===== src/design/lzd_fifo.sv =====
`timescale 1ns / 1ps
// Small show-ahead command queue between parser and copy engine
module lzd_fifo #(
	parameter int WIDTH = 8,
	parameter int DEPTH = 4,
	localparam int PW = (DEPTH > 1) ? $clog2(DEPTH) : 1,
	localparam int NW = $clog2(DEPTH + 1)
) (
	input  logic             clk,
	input  logic             arst_n,
	input  logic             push,
	input  logic [WIDTH-1:0] push_data,
	output logic             full,
	input  logic             pop,
	output logic             empty,
	output logic [WIDTH-1:0] pop_data
);
	logic [WIDTH-1:0] entry_q [DEPTH];
	logic [PW-1:0]    wr_ptr_q;
	logic [PW-1:0]    rd_ptr_q;
	logic [NW-1:0]    fill_q;
	logic             do_push;
	logic             do_pop;

	assign full     = (fill_q == NW'(DEPTH));
	assign empty    = (fill_q == '0);
	assign pop_data = entry_q[rd_ptr_q];
	assign do_push  = push && !full;
	assign do_pop   = pop && !empty;

	always_ff @(posedge clk or negedge arst_n) begin
		if (!arst_n) begin
			wr_ptr_q <= '0;
			rd_ptr_q <= '0;
			fill_q   <= '0;
		end else begin
			if (do_push) begin
				wr_ptr_q <= (wr_ptr_q == PW'(DEPTH - 1)) ? '0 : wr_ptr_q + PW'(1);
			end
			if (do_pop) begin
				rd_ptr_q <= (rd_ptr_q == PW'(DEPTH - 1)) ? '0 : rd_ptr_q + PW'(1);
			end
			if (do_push && !do_pop) begin
				fill_q <= fill_q + NW'(1);
			end else if (do_pop && !do_push) begin
				fill_q <= fill_q - NW'(1);
			end
		end
	end

	always_ff @(posedge clk) begin
		if (do_push) begin
			entry_q[wr_ptr_q] <= push_data;
		end
	end
endmodule


===== config.mk =====
export PLATFORM = sky130hd
export DESIGN_NAME = lzd_fifo
export DESIGN_NICKNAME = d
export VERILOG_FILES = /design/src/design/lzd_fifo.sv
export SDC_FILE = /design/constraint.sdc
export NUM_CORES = 1
export LEC_CHECK = 0
export BUFFER_PORTS_ARGS = -buffer_cell sky130_fd_sc_hd__buf_4
export CORE_MARGIN = 1.5
export CORE_UTILIZATION = 53
export CTS_BUF_LIST = sky130_fd_sc_hd__clkbuf_4 sky130_fd_sc_hd__clkbuf_8
export DETAILED_ROUTE_END_ITERATION = 10
export HOLD_SLACK_MARGIN = 0.02
export PLACE_DENSITY = 0.77
export SLEW_MARGIN = 15
export SYNTH_ARGS = -nofsm -noshare
export SYNTH_HDL_FRONTEND = slang
export SYNTH_SLANG_ARGS = --single-unit
export TNS_END_PERCENT = 50

===== constraint.sdc =====
create_clock -name clk -period 1.8 [get_ports clk]
set_clock_uncertainty 0.05 [all_clocks]
set_input_delay 0.36 -clock clk [delete_from_list [all_inputs] [get_ports clk]]
set_output_delay 0.36 -clock clk [all_outputs]
set_load 0.03 [all_outputs]

Word-level counts from Yosys, hierarchy flattened. Memories as Yosys holds them, arrays and structs flattened. Cells that the tools add are included.

$add $sub $neg: 4. Equality and inequality tests: 3. Mux-type cells: 6. Reduce and logical (&&, ||, !) cells: 10.

Operators by type and width (count): two-way mux 3 bit (2); adder 2 x 1 -> 2 bit (second input constant) (2); equality test 2 bit (second input constant) (2); logical AND 1 bit (4); zero test 1 bit (4); two-way mux 2 bit (2); adder 3 x 1 -> 3 bit (second input constant) (1); equality test 3 bit (second input constant) (1); zero test 3 bit (1); subtractor 3 x 1 -> 3 bit (second input constant) (1); two-way mux 1 bit (2); nonzero test 2 bit (1).

Register bits: 7. RAM bits: 32. Bits of input ports: 12. Output and inout bits: 10. Word-level logic and storage cells: 27. Memories: 1.

Memory list: entry_q (depth 4, bits a word 8, rd ports 1, clocked after memory_dff 0, write ports 1, line 18) `logic [WIDTH-1:0] entry_q [DEPTH];`.

Depth between registers and ports, before layout.
Depth after elaboration: 7. Gate-level depth with buffers: 8.

Worst setup path before layout. Ideal clock, no wire load.

Path type: reg2reg. From: register fill_q[0]. To: register fill_q[2]. Library setup time: 79 ps. Data arrival time: 2474 ps. Setup slack: -804 ps. Stages on the path, launching flop included: 9. Path buffers: 0. Period minus slack after synthesis: 2604 ps. Cell sequence: dfrtp_1 > nor3_1 > nand2b_4 > ha_1 > inv_1 > fa_1 > xor2_1 > nor2_1 > xor2_1.

Longest elaborated chain between the ends: 6.

RTL lines: start, declared (line 21) `logic [NW-1:0] fill_q;`; start signal, assigned (line 44) `fill_q <= fill_q + NW'(1);`; start signal, assigned (line 46) `fill_q <= fill_q - NW'(1);`; zero test 3 bit * (line 26) `assign empty = (fill_q == '0);`; named net empty (line 15) `output logic empty,`; zero test 1 bit * (line 29) `assign do_pop = pop && !empty;`; logical AND 1 bit * (line 29); zero test 1 bit (line 43) `if (do_push && !do_pop) begin`; logical AND 1 bit (line 43); two-way mux 3 bit / nonzero test 2 bit (equally long branches).

The timed path passes the listed nets; every way through them passes the cells marked *. The select of a mux whose other input is x is not followed. A chain may end at the register's enable or synchronous reset.

Worst setup path after layout.
From: register rd_ptr_q[0]. To: output pop_data[5].

Longest elaborated chain between the ends: 1.

RTL lines: start, declared (line 20) `logic [PW-1:0] rd_ptr_q;`; start signal, assigned (line 41) `rd_ptr_q <= (rd_ptr_q == PW'(DEPTH - 1)) ? '0 : rd_ptr_q + PW'(1);`; memory read (4 x 8 bit); end, declared (line 16) `output logic [WIDTH-1:0] pop_data`.

No other way between the ends.

==> out/results.tsv <==
stage	metric	value	unit
status	status	complete, but fails checks	
layout	antennaDiodeCount	0	
detailed_routing	ant_nets	0	
yosys	ys_async_sr_fraction	0.179	
detailed_routing	drt-pass1-iter-count	7	
worst_setup_path	crit_type	reg2out	
timing	fin_crit	1980	ps
worst_setup_path	start_kind	flop	
grt	grt_overflow	0	
pwr	power_density	1810	nW/um^2
detailed_routing	vias	855	
timing	setup_viol	10	
grt	grt_usage	0.189	
grt	use_met3	0.0558	
placement	dp_hpwl	1.90	mm
detailed_routing	drtIter0Drc	20	
floorplanning	die_h	58.3	microns
yosys	synth_cell_types	19	
floorplanning	io-pin-count	22	
yosys	yosys-top-cells-area	edfxtp_1 (59%), mux4_2 (11%), dfrtp_1 (11%)	
grt	first_global_vias	925	
worst_setup_path	rr_worst_depth	8	
grt	grt_most_used_layer	met2	
grt	grt_use_met2	0.338	
detailed_routing	finalWirelength	2.68	mm
timing	fin_tns_setup	-1550	ps
timing	clock.fmax	0.504	GHz
worst_setup_path	slowest_stage	mux4_2	
yosys	yosysTopAreaCellShare	0.594	
grt	grt_pass1_wl	4.38	mm
yosys	yosys.area.top_type	edfxtp_1	
detailed_routing	drt-vias-per-instance	5.55	
timing	drv_slew	0	
yosys	avgSynthCellArea	20.5	sq um
yosys	yosysSeqAreaShare	0.702	
grt	grt_start_max_net_pins	14	
min_path	hold_path_depth	1	
floorplanning	start_util	0.572	
grt	grt_antenna_before_repair	0	
detailed_routing	drcViolationCount	3	
worst_setup_path	cp.arrival	1570	ps
worst_setup_path	critPathCaptureType	output port	
worst_setup_path	path_common_cell	buf_6	
floorplanning	row_count	19	
yosys	ys_warn_count	0	
min_path	hold_class	in2reg	
cts	cts_buffer_depth	2	
yosys	ys_ff_latch	39	
placement	port-buffer-count	21	
cts	cts_tree	built	
timing	finalCritPeriodShare	1.10	
cts	root_buffer	clkbuf_4	
cts	cts.htree.levels	2	
run	cap_violations	0	
timing	hold_viol	0	
timing	maxSlewHeadroom	0.695	
layout	seqCellArea	1140	sq um
layout	fin_cells	154	
worst_setup_path	crit_path_max_incr_delay	520	ps
cts	clk_latency	340	ps
detailed_routing	drt-wirelength-per-cell	17.4	microns
yosys	synthCells	79	
pwr	ir_drop	0.00116	V
worst_setup_path	path_max_fanout	6	
layout	finalCoreUtilization	0.746	
layout	drive_gt1_frac	0.537	
grt	grtUsageMet1	0.208	
timing	worst_pin_slew	458	ps
worst_setup_path	critical_path_required	1390	ps
floorplanning	die_x	58.3	microns
cts	numCtsBuffers	5	
placement	placed_cells	145	
timing	setup_ws	-183	ps
pwr	p_leak	0.833	nW
timing	rsz0062_at_grt	yes	
floorplanning	fp.dieArea	3390	sq um
layout	multi_input_area	488	sq um
yosys	synth.cell_area	1620	sq um
layout	syn_to_final_growth	30.4	%
worst_setup_path	path_cells	buf_6, mux4_2, buf_6	
cts	numClockSinks	39	
cts	clk_pin_slew	120	ps
placement	gp_congestion	0.731	
yosys	syn-num-nets	98	
cts	cts_setup_buffers	0	
floorplanning	coreArea	2830	sq um
yosys	ys.flop_type	edfxtp_1	
layout	fill_cells	170	
layout	fin_nets	141	
yosys	synth_edf_count	32	
status	violations	design-rule violations, negative setup slack	
stage by stage:
stage / total power [mW] / hold slack (ps) / setup slack, ps / area (sq um)
after CTS: 3.86 / 143 / -212 / 2110
after detailed placement: 3.00 / 133 / -57.2 / 1950
after floorplan: 2.40 / 14.4 / -285 / 1650
final: 3.81 / 157 / -183 / 2110
after global placement: 2.93 / 131 / -22.4 / 1950
after global routing: 4.01 / 133 / -254 / 2110
power breakdown:
part           internal [mW]  switching (mW)
clock network          0.432           0.293
logic                  0.912           0.777
registers               1.22           0.175
registers in the layout, summed over array words and instances (netlist names):
signal	flops
wr_ptr_q	2
rd_ptr_q	2
fill_q	3
entry_q	32
layout make-up:
cell class | instances | area share
sequential | 39 | 0.539
multi-input combinational | 35 | 0.231
timing repair buffer | 38 | 0.156
clock inverter | 3 | 0.0320
tap | 31 | 0.0184
clock buffer | 5 | 0.0178
inverter | 3 | 0.00534
synth_stat cells (2+ instances only):
cell type and n:
mux2_4 4, mux4_2 8, nor2_1 4, and2_1 3, edfxtp_1 32, xor2_1 2
ha_1 6, inv_1 3, dfrtp_1 7
critical path: cells and delay by family (launching register included):
kind,cells,cell delay (ps)
buf+inv,2,300
flops,1,410
mux,1,520
logic make-up (layout without fill, tap and decap cells):
group / Yosys count / after routing / share of synthesized area
DFF: 39 / 39 / 0.702
muxes: 13 / 13 / 0.155
and+or+nand+nor: 12 / 12 / 0.0549
adders and majority gates: 7 / 7 / 0.0588
buffers and inverters: 5 / 49 / 0.0124
xor gates and xnor gates: 3 / 3 / 0.0162
layer usage:
metal | vias to the layer above | wire [microns]
li1 | 388 | -
met1 | 439 | 1080
met2 | 21 | 1460
met3 | 7 | 94
met4 | 0 | 46
met5 | - | 0
worst paths after layout:
kind                         startpoint            end  slack [ps]
min reg2reg                 wr_ptr_q[1]    wr_ptr_q[1]         530
max                         rd_ptr_q[0]    pop_data[5]        -180
max reg2reg                   fill_q[0]      fill_q[2]         -90
min                        push_data[0]  entry_q[2][0]         160
min in group asynchronous        arst_n      fill_q[2]         300
max in group asynchronous        arst_n    wr_ptr_q[1]        1260
timing repair:
item                                   4_1_cts  5_1_grt
hold buffers                                 1        0
endpoints found under the hold margin        7        0
setup endpoints to repair                   11       11
gates resized for setup                     11        0
layout by cell type (no fill, tap or decap):
cell / n
ha_1: 5
xor2_1: 2
mux2_2: 1
nor3_4: 1
buf_6: 11
nor2_1: 4
inv_2: 1
nor3b_4: 1
mux4_2: 8
mux2_4: 4
nand2b_4: 1
fa_2: 1
xnor2_1: 1
bufinv_16: 2
ha_4: 1
buf_4: 26
edfxtp_1: 32
dfrtp_2: 1
dfrtp_1: 6
and2_1: 3
clkbuf_4: 5
dlygate4sd3_1: 1
nor2b_4: 1
clkinvlp_4: 1
inv_1: 2
nand2_1: 1
(Power assumes the default switching activity.)
