--- src/design/lzd_pkg.sv ---
`timescale 1ns / 1ps
// Shared types and constants for the LZ token stream decoder
package lzd_pkg;
	localparam int HISTORY_DEPTH_DEF = 16384;
	localparam int WORD_BYTES_DEF = 8;
	localparam int QUEUE_DEPTH = 4;
	localparam int DOC_SIZE_W = 15;
	localparam int CFG_INDEX_W = 1;
	localparam int WORD_W = 64;
	localparam int COUNT_W = 4;
	localparam int LANE_W = 3;

	localparam logic [DOC_SIZE_W-1:0] DOC_SIZE_RESET = 15'd16384;
	localparam logic [CFG_INDEX_W-1:0] REG_DOCUMENT_SIZE = 1'b0;
	localparam logic [CFG_INDEX_W-1:0] REG_RAW_MODE = 1'b1;

	localparam logic [7:0] TOKEN_MATCH_BIT = 8'h80;
	localparam logic [7:0] TOKEN_LEN_MASK = 8'h7F;
	localparam logic [7:0] MATCH_MIN_LEN = 8'd4;

	typedef enum logic [1:0] {
		PH_TOKEN,
		PH_LITERAL,
		PH_OFF_LO,
		PH_OFF_HI
	} phase_t;

	typedef enum logic {
		BK_IDLE,
		BK_COPY
	} back_state_t;

	typedef enum logic [1:0] {
		CMD_END,
		CMD_LIT,
		CMD_MATCH
	} cmd_kind_t;

	typedef struct packed {
		cmd_kind_t  kind;
		logic [7:0] lit_byte;
		logic [7:0] len;
		logic       fin;
		logic       status;
	} cmd_t;
endpackage

--- src/design/lzd_front.sv ---
`timescale 1ns / 1ps
// Token parser: takes payload bytes, tracks document state, emits copy commands
module lzd_front
	import lzd_pkg::*;
#(
	parameter int HISTORY_DEPTH = HISTORY_DEPTH_DEF,
	localparam int AW = $clog2(HISTORY_DEPTH)
) (
	input  logic                   clk,
	input  logic                   arst_n,
	input  logic                   in_valid,
	output logic                   in_stall,
	input  logic [7:0]             code_byte,
	input  logic                   final_byte,
	input  logic                   cfg_wr_en,
	input  logic [CFG_INDEX_W-1:0] cfg_index,
	input  logic [DOC_SIZE_W-1:0]  cfg_data,
	input  logic                   q_full,
	output logic                   push,
	output cmd_t                   push_cmd,
	output logic [AW-1:0]          push_src,
	output logic [AW-1:0]          push_dst
);
	localparam int CW = $clog2(HISTORY_DEPTH + 1);
	localparam int LW = (CW > DOC_SIZE_W) ? CW : DOC_SIZE_W;
	localparam int OW = (CW > 16) ? CW : 16;

	phase_t                phase_q, phase_d;
	logic [7:0]            pend_q, pend_d;
	logic [7:0]            offlo_q, offlo_d;
	logic [CW-1:0]         oc_q, oc_d;
	logic                  err_q, err_d;
	logic [DOC_SIZE_W-1:0] doc_size_q;
	logic                  raw_q;

	logic                  accept;
	logic [LW-1:0]         size_ext;
	logic [LW-1:0]         lim_w;
	logic [CW-1:0]         lim;
	logic [CW-1:0]         room;
	logic [7:0]            lit_len;
	logic [7:0]            pend_dec;
	logic [15:0]           off;
	logic [OW-1:0]         src_w;
	logic                  lit_room_ok;
	logic                  match_room_ok;
	logic                  has_out;
	cmd_kind_t             kind;
	logic                  doc_ok;

	assign accept   = in_valid && !q_full;
	assign in_stall = q_full;

	assign size_ext = LW'(doc_size_q);
	assign lim_w    = (size_ext > LW'(HISTORY_DEPTH)) ? LW'(HISTORY_DEPTH) : size_ext;
	assign lim      = CW'(lim_w);
	assign room     = lim - oc_q;
	assign lit_len  = {1'b0, code_byte[6:0]} + 8'd1;
	assign pend_dec = (pend_q != 8'd0) ? pend_q - 8'd1 : 8'd0;
	assign off      = {code_byte, offlo_q};
	assign src_w    = OW'(oc_q) - OW'(off);

	assign lit_room_ok   = (oc_q > lim) || (CW'(lit_len) <= room);
	assign match_room_ok = (oc_q > lim) || (CW'(pend_q) <= room);

	always_comb begin
		phase_d = phase_q;
		pend_d  = pend_q;
		offlo_d = offlo_q;
		oc_d    = oc_q;
		err_d   = err_q;
		has_out = 1'b0;
		kind    = CMD_END;
		if (err_q) begin
			has_out = 1'b0;
		end else if (raw_q) begin
			if (oc_q < lim) begin
				has_out = 1'b1;
				kind    = CMD_LIT;
				oc_d    = oc_q + CW'(1);
			end else begin
				err_d = 1'b1;
			end
		end else begin
			unique case (phase_q)
				PH_TOKEN: begin
					if (oc_q >= lim) begin
						err_d = 1'b1;
					end else if ((code_byte & TOKEN_MATCH_BIT) != 8'd0) begin
						pend_d  = (code_byte & TOKEN_LEN_MASK) + MATCH_MIN_LEN;
						phase_d = PH_OFF_LO;
					end else if (!lit_room_ok) begin
						err_d = 1'b1;
					end else begin
						pend_d  = lit_len;
						phase_d = PH_LITERAL;
					end
				end
				PH_LITERAL: begin
					if (oc_q < lim) begin
						has_out = 1'b1;
						kind    = CMD_LIT;
						oc_d    = oc_q + CW'(1);
					end
					pend_d = pend_dec;
					if (pend_dec == 8'd0) begin
						phase_d = PH_TOKEN;
					end
				end
				PH_OFF_LO: begin
					offlo_d = code_byte;
					phase_d = PH_OFF_HI;
				end
				PH_OFF_HI: begin
					if (off == 16'd0 || OW'(off) > OW'(oc_q) || !match_room_ok) begin
						err_d = 1'b1;
					end else begin
						has_out = 1'b1;
						kind    = CMD_MATCH;
						oc_d    = oc_q + CW'(pend_q);
						pend_d  = 8'd0;
					end
					phase_d = PH_TOKEN;
				end
			endcase
		end
	end

	assign doc_ok = !err_d && (phase_d == PH_TOKEN) && (oc_d == lim);

	assign push              = accept && (has_out || final_byte);
	assign push_cmd.kind     = has_out ? kind : CMD_END;
	assign push_cmd.lit_byte = code_byte;
	assign push_cmd.len      = pend_q;
	assign push_cmd.fin      = final_byte;
	assign push_cmd.status   = !doc_ok;
	assign push_src          = src_w[AW-1:0];
	assign push_dst          = oc_q[AW-1:0];

	always_ff @(posedge clk or negedge arst_n) begin
		if (!arst_n) begin
			phase_q    <= PH_TOKEN;
			pend_q     <= 8'd0;
			offlo_q    <= 8'd0;
			oc_q       <= '0;
			err_q      <= 1'b0;
			doc_size_q <= DOC_SIZE_RESET;
			raw_q      <= 1'b0;
		end else begin
			if (cfg_wr_en) begin
				unique case (cfg_index)
					REG_DOCUMENT_SIZE: doc_size_q <= cfg_data;
					REG_RAW_MODE:      raw_q      <= cfg_data[0];
				endcase
			end
			if (accept) begin
				if (final_byte) begin
					phase_q <= PH_TOKEN;
					pend_q  <= 8'd0;
					offlo_q <= 8'd0;
					oc_q    <= '0;
					err_q   <= 1'b0;
				end else begin
					phase_q <= phase_d;
					pend_q  <= pend_d;
					offlo_q <= offlo_d;
					oc_q    <= oc_d;
					err_q   <= err_d;
				end
			end
		end
	end
endmodule

--- config.mk ---
export PLATFORM = sky130hd
export DESIGN_NAME = lzd_front
export DESIGN_NICKNAME = d
export VERILOG_FILES = /design/src/design/lzd_pkg.sv /design/src/design/lzd_front.sv
export SDC_FILE = /design/constraint.sdc
export NUM_CORES = 1
export LEC_CHECK = 0
export ABC_AREA = 0
export BUFFER_PORTS_ARGS = -buffer_cell sky130_fd_sc_hd__buf_2
export CAP_MARGIN = 20
export CORE_ASPECT_RATIO = 1.25
export CORE_MARGIN = 2
export CORE_UTILIZATION = 62
export CTS_CLUSTER_DIAMETER = 150
export DETAILED_ROUTE_END_ITERATION = 8
export PLACE_DENSITY_LB_ADDON = 0.1
export SLEW_MARGIN = 40
export SYNTH_ARGS = -nofsm -noshare
export SYNTH_HDL_FRONTEND = slang
export SYNTH_SLANG_ARGS = --single-unit
--- constraint.sdc ---
create_clock -name clk -period 8.1 [get_ports clk]
set_input_delay 1.62 -clock clk [delete_from_list [all_inputs] [get_ports clk]]
set_output_delay 1.62 -clock clk [all_outputs]
set_load 0.1 [all_outputs]
### Yosys cells after proc, flatten, opt, wreduce, memory -nomap -nowiden

Index checks and enable logic that the tools add are counted.

| operators by class | value |
|---|---|
| $add $sub $neg | 7 |
| order comparisons | 7 |
| equal/unequal tests | 9 |
| muxes and demuxes | 48 |
| bitwise logic cells | 1 |
| reduce and logical (&&, ||, !) cells | 24 |

Operator list:

| operator | number |
|---|---|
| two-way mux 8 bit | 12 |
| two-way mux 15 bit | 6 |
| <= comparator 8 x 15 -> 1 bit | 2 |
| case mux 15 bit (2 select lines) | 1 |
| case mux 8 bit (3 select lines) | 1 |
| two-way mux 2 bit | 11 |
| > comparator 16 x 15 -> 1 bit | 1 |
| logical NOT 16 bit | 1 |
| adder 15 x 1 -> 15 bit, second input constant | 1 |
| adder 15 x 8 -> 15 bit | 1 |
| equality test 15 bit | 1 |
| >= comparator 15 bit | 1 |
| > comparator 15 bit | 1 |
| > comparator 15 bit, second input constant | 1 |
| < comparator 15 bit | 1 |
| subtractor 15 bit | 1 |
| subtractor 14 bit | 1 |
| two-way mux 1 bit | 13 |
| adder 7 x 1 -> 8 bit, second input constant | 1 |
| adder 7 x 3 -> 8 bit, second input constant | 1 |
| logical NOT 8 bit | 1 |
| case mux 2 bit (4 select lines) | 1 |
| nonzero test 8 bit | 1 |
| subtractor 8 x 1 -> 8 bit, second input constant | 1 |
| other kinds (17) | 33 |

| word-level totals | value |
|---|---|
| bits in registers | 50 |
| input port bits | 30 |
| output and inout port bits | 50 |
| word-level logic and storage cells | 103 |

### Depth between registers and ports, before layout

| logic depth | value |
|---|---|
| depth after elaboration | 15 |
| mapped depth | 25 |
| gate-level depth less buffers | 21 |

### Worst setup path before layout

Ideal clock, no wire load.

| timing path | value |
|---|---|
| path kind | register -> output |
| start | reg doc_size_q[14] |
| end | out push_cmd[0] (netlist bit) |
| arrival | 6.181 ns |
| required time | 6.480 ns |
| setup slack | 0.299 ns |
| cell stages (with the launch flop) | 24 |
| path buffers | 3 |
| cells stage by stage | dfstp_2 > clkbuf_1 > clkbuf_1 > nand2b_1 > ha_1 > inv_1 > fa_1 > a21oi_1 > a2bb2oi_1 > nor2b_1 > xnor2_1 > ha_1 > and3_1 > o21ai_0 > nor4_1 > a21oi_1 > a221o_1 > clkbuf_1 > o31ai_2 > nor3_1 > mux2i_1 > or4_1 > nor4_1 > nand4_1 |

RTL lines:

| item | RTL line | source |
|---|---|---|
| from (decl) | lzd_front.sv:33 | `logic [DOC_SIZE_W-1:0] doc_size_q;` |
| from (signal assigned) | lzd_front.sv:152 | `REG_DOCUMENT_SIZE: doc_size_q <= cfg_data;` |
| to (decl) | lzd_front.sv:20 | `output cmd_t push_cmd,` |

==> results.sh <==
export IMPL_outcome="complete, no violations"
export IMPL_synth_net_count=1159
export IMPL_cp_arrival_ns=6.17
export IMPL_synth_seq_cells=50
export IMPL_syn2layout_area_growth_pct=9.25
export IMPL_critPathSlowestCell="a222oi_1"
export IMPL_yosys_cell_types_count=90
export IMPL_synthSimpleGateAreaFrac=0.258
export IMPL_synth_edf_count=0
export IMPL_synthTopCellsByCount="nand2_1, nor2_1, ha_1"
export IMPL_end_kind="output port"
export IMPL_final_nets=1209
export IMPL_worst_slew_pin_slew_ns=0.909
export IMPL_insertion_delay_ns=0.32
export IMPL_cts_hold_buf=0
export IMPL_cp_endpoint="push_cmd[0]"
export IMPL_grt_ovfl_total=0
export IMPL_h_tree_depth=2
export IMPL_r2r_start="doc_size_q[9]$_DFFE_PN0P_"
export IMPL_relSlewSlack=0.392
export IMPL_top_layer="met4"
export IMPL_final_util=0.686
export IMPL_worst_clock_skew_ns=0.0100
export IMPL_peakVddDrop_mv=0.331
export IMPL_grt_setup_unrepaired="no"
export IMPL_setup_tns_ns=0
export IMPL_ff2ff_path_depth=21
export IMPL_instances_no_fill=1269
export IMPL_cts_buffers=5
export IMPL_ys_seq_area_frac=0.159
export IMPL_drive_gt1_frac=0.173
export IMPL_synthArstFlopShare=1.00
export IMPL_vias=9213
export IMPL_yosysTopAreaCell="dfrtp_1"
export IMPL_drt_vias_per_instance=7.26
export IMPL_start_kind="flop"
export IMPL_cp_num_cells=22
export IMPL_synthAdderAreaFrac=0.131
export IMPL_yosys_top_cells_area="dfrtp_1, ha_1, nand2_1"
export IMPL_route_met2_wl_mm=14.7
export IMPL_hpwl_mm=25.6
export IMPL_clock_sinks=50
export IMPL_synthCells=1050
export IMPL_total_power_mw=3.30
export IMPL_synthMostInstantiatedCell="nand2_1"
export IMPL_r2r_end="oc_q[12]$_DFFE_PN0P_"
export IMPL_fin_crit_ns=7.79
export IMPL_startpoint="doc_size_q[9]$_DFFE_PN0P_"
export IMPL_maxCapViolCount=0
export IMPL_grt_usage=0.481
export IMPL_cp_max_fo=8
export IMPL_synth_top_family_by_area="compound AO/OA/AOI/OAI gates"
export IMPL_syn_area_per_cell_um2=7.50
export IMPL_wl_mm=33.1
export IMPL_synthMuxAreaShare=0.0478
export IMPL_rows=46
export IMPL_cp_data_required_time_ns=6.48
export IMPL_ios=80
export IMPL_synth_top_area_share=0.156
export IMPL_clock_fmax_mhz=128
export IMPL_drtIter0Drc=1327
export IMPL_rrSetupSlack_ns=2.47
export IMPL_crit_family="compound AO/OA/AOI/OAI gates"
export IMPL_hp_class="flop to flop"
export IMPL_start_util=0.628
export IMPL_detail_route_antenna_nets=0
export IMPL_dieArea_mm2=0.0136
export IMPL_netlist_area_mm2=0.00788
export IMPL_met1Wirelength_mm=11.7
export IMPL_setup_violations=0
export IMPL_cts_path_max_buffers=2
export IMPL_slew_violations=0
export IMPL_cts_tree="done"
export IMPL_path_cells="nor4_2 > nand4_1 > a21bo_2 > inv_1 > ha_1 > nand3_1 > a2bb2oi_1 > nor2b_1 > xnor2_1 > ha_1 > and3_1 > o21ai_0 > nor4_1 > a21oi_1 > a221o_2 > nor3_4 > buf_4 > o21ai_0 > a222oi_1 > xnor2_1 > nand4_1 > buf_4"
export IMPL_design_core_area_mm2=0.0125
export IMPL_leakagePower_nw=3.78
export IMPL_ys_warnings_count=0
export IMPL_gp_congestion=1.11
export IMPL_grt_pass1_wl_mm=49.4
export IMPL_port_buffers=79
export IMPL_place_inst=1260
export IMPL_wl_per_cell_um=26.1
export IMPL_dieWidth_um=105
export IMPL_powerDensity_mw_per_mm2=383
export IMPL_grt_antenna_before_repair=0
export IMPL_route_detailed_drc=0
export IMPL_ys_flop_type="dfrtp_1"
export IMPL_clockRootBuffer="clkbuf_16"
export IMPL_chipHeight_um=130
export IMPL_route_met3_wl_mm=3.68
export IMPL_critPathKind="flop to output port"
export IMPL_synth_xor_area_frac=0.0578
export IMPL_antenna_cells=0
export IMPL_hold_viol_final=0
export IMPL_path_buf_inv=3
export IMPL_synth_compound_area_frac=0.263
export IMPL_drtPass1Iterations=7
export IMPL_clk_pin_slew_worst_paths_ns=0.07
export IMPL_fin_crit_sh=0.962
export IMPL_grt_max_degree=51
export IMPL_worst_path_largest_cell_delay_ns=0.59
export IMPL_grt_pass1_vias=8566
## placed cells by master, fill, tap and decap left out, types with 16 or more instances in the layout
cell	Yosys	layout
a21o_1	18	18
a21oi_1	57	57
buf_2	8	78
buf_4	25	44
dfrtp_1	49	49
ha_1	76	76
inv_1	61	61
mux2_2	21	21
nand2_1	101	101
nand2b_1	17	17
nand3_1	33	33
nand4_1	22	22
nor2_1	87	87
nor2b_1	16	16
nor3_1	35	35
nor4_1	25	23
o21ai_0	59	58
xnor2_1	31	31
## report_power, final
| part | internal [mW] | switching, mW | total [mW] |
|---|---|---|---|
| Clock | 0.118 | 0.119 | 0.238 |
| Sequential | 0.302 | 0.0998 | 0.402 |
| Combinational | 0.751 | 1.91 | 2.66 |
| Total | 1.17 | 2.13 | 3.30 |
## worst register-to-register path: stages, from the launching register on
cell and delay, ns:
dfrtp_1 0.42, nor4_2 0.34, nand4_1 0.13, a21bo_2 0.29, inv_1 0.13, ha_1 0.34
nand3_1 0.15, a2bb2oi_1 0.19, nor2b_1 0.18, xnor2_1 0.11, ha_1 0.34, and3_1 0.18
o21ai_0 0.16, nor4_1 0.26, a21oi_1 0.10, a221o_2 0.43, o31ai_2 0.55, mux2i_1 0.18
nor3_1 0.44, a21boi_0 0.31, o21ai_0 0.12, o21a_1 0.14
## cell families (layout without fill, tap and decap cells)
group,count (synthesis),in the layout
buffers and inverters,142,193
xor gates and xnor gates,48,48
muxes,35,35
AOI/OAI and AO/OA,295,295
adders and majority gates,81,81
and+or+nand+nor,399,399
DFF,50,50
## state kept, by name, indices dropped and copies added (netlist names)
name,count
oc_q,15
offlo_q,8
doc_size_q,15
raw_q,1
pend_q,8
phase_q,2
err_q,1
## how the worst min path moves through the flow
stage / start / endpoint / slack [ns] / depth (start not counted)
after detailed placement: doc_size_q[3]$_DFFE_PN0P_ / doc_size_q[3]$_DFFE_PN0P_ / 0.53 / 1
after global routing: doc_size_q[3]$_DFFE_PN0P_ / doc_size_q[3]$_DFFE_PN0P_ / 0.55 / 1
after floorplan: doc_size_q[3]$_DFFE_PN0P_ / doc_size_q[3]$_DFFE_PN0P_ / 0.50 / 1
after CTS: doc_size_q[3]$_DFFE_PN0P_ / doc_size_q[3]$_DFFE_PN0P_ / 0.55 / 1
after global placement: doc_size_q[10]$_DFFE_PN0P_ / doc_size_q[10]$_DFFE_PN0P_ / 0.51 / 1
final: doc_size_q[13]$_DFFE_PN0P_ / doc_size_q[13]$_DFFE_PN0P_ / 0.55 / 1
## per-layer routing
metal,GRT usage,up-vias
met3,0.101,221
met4,0.369,0
met2,0.784,718
li1,-,3985
met5,0,-
met1,0.558,4289
## final cells by class
class                   count  area [µm²]
multi-input cells         858        6020
fillers                  1134        3940
flip-flops and latches     50        1260
repair buffers            122         721
inverters                  63         239
well taps                 168         210
clock buffers               5         125
clock inverters             3        28.8
## stage by stage
stage	area (µm²)	hold slack, ns	setup WS, ns
2_1_floorplan	7880	0.495	0.299
3_3_place_gp	8380	0.515	0.451
3_5_place_dp	8390	0.530	0.414
4_1_cts	8540	0.548	0.0582
5_1_grt	8600	0.554	0.0177
6_report	8600	0.550	0.312
## repair_timing
action	4_1_cts	5_1_grt
gates resized for setup	0	10
setup buffers	0	1
setup endpoints to repair	0	1
Note: power is estimated with default switching activity, not from simulation.
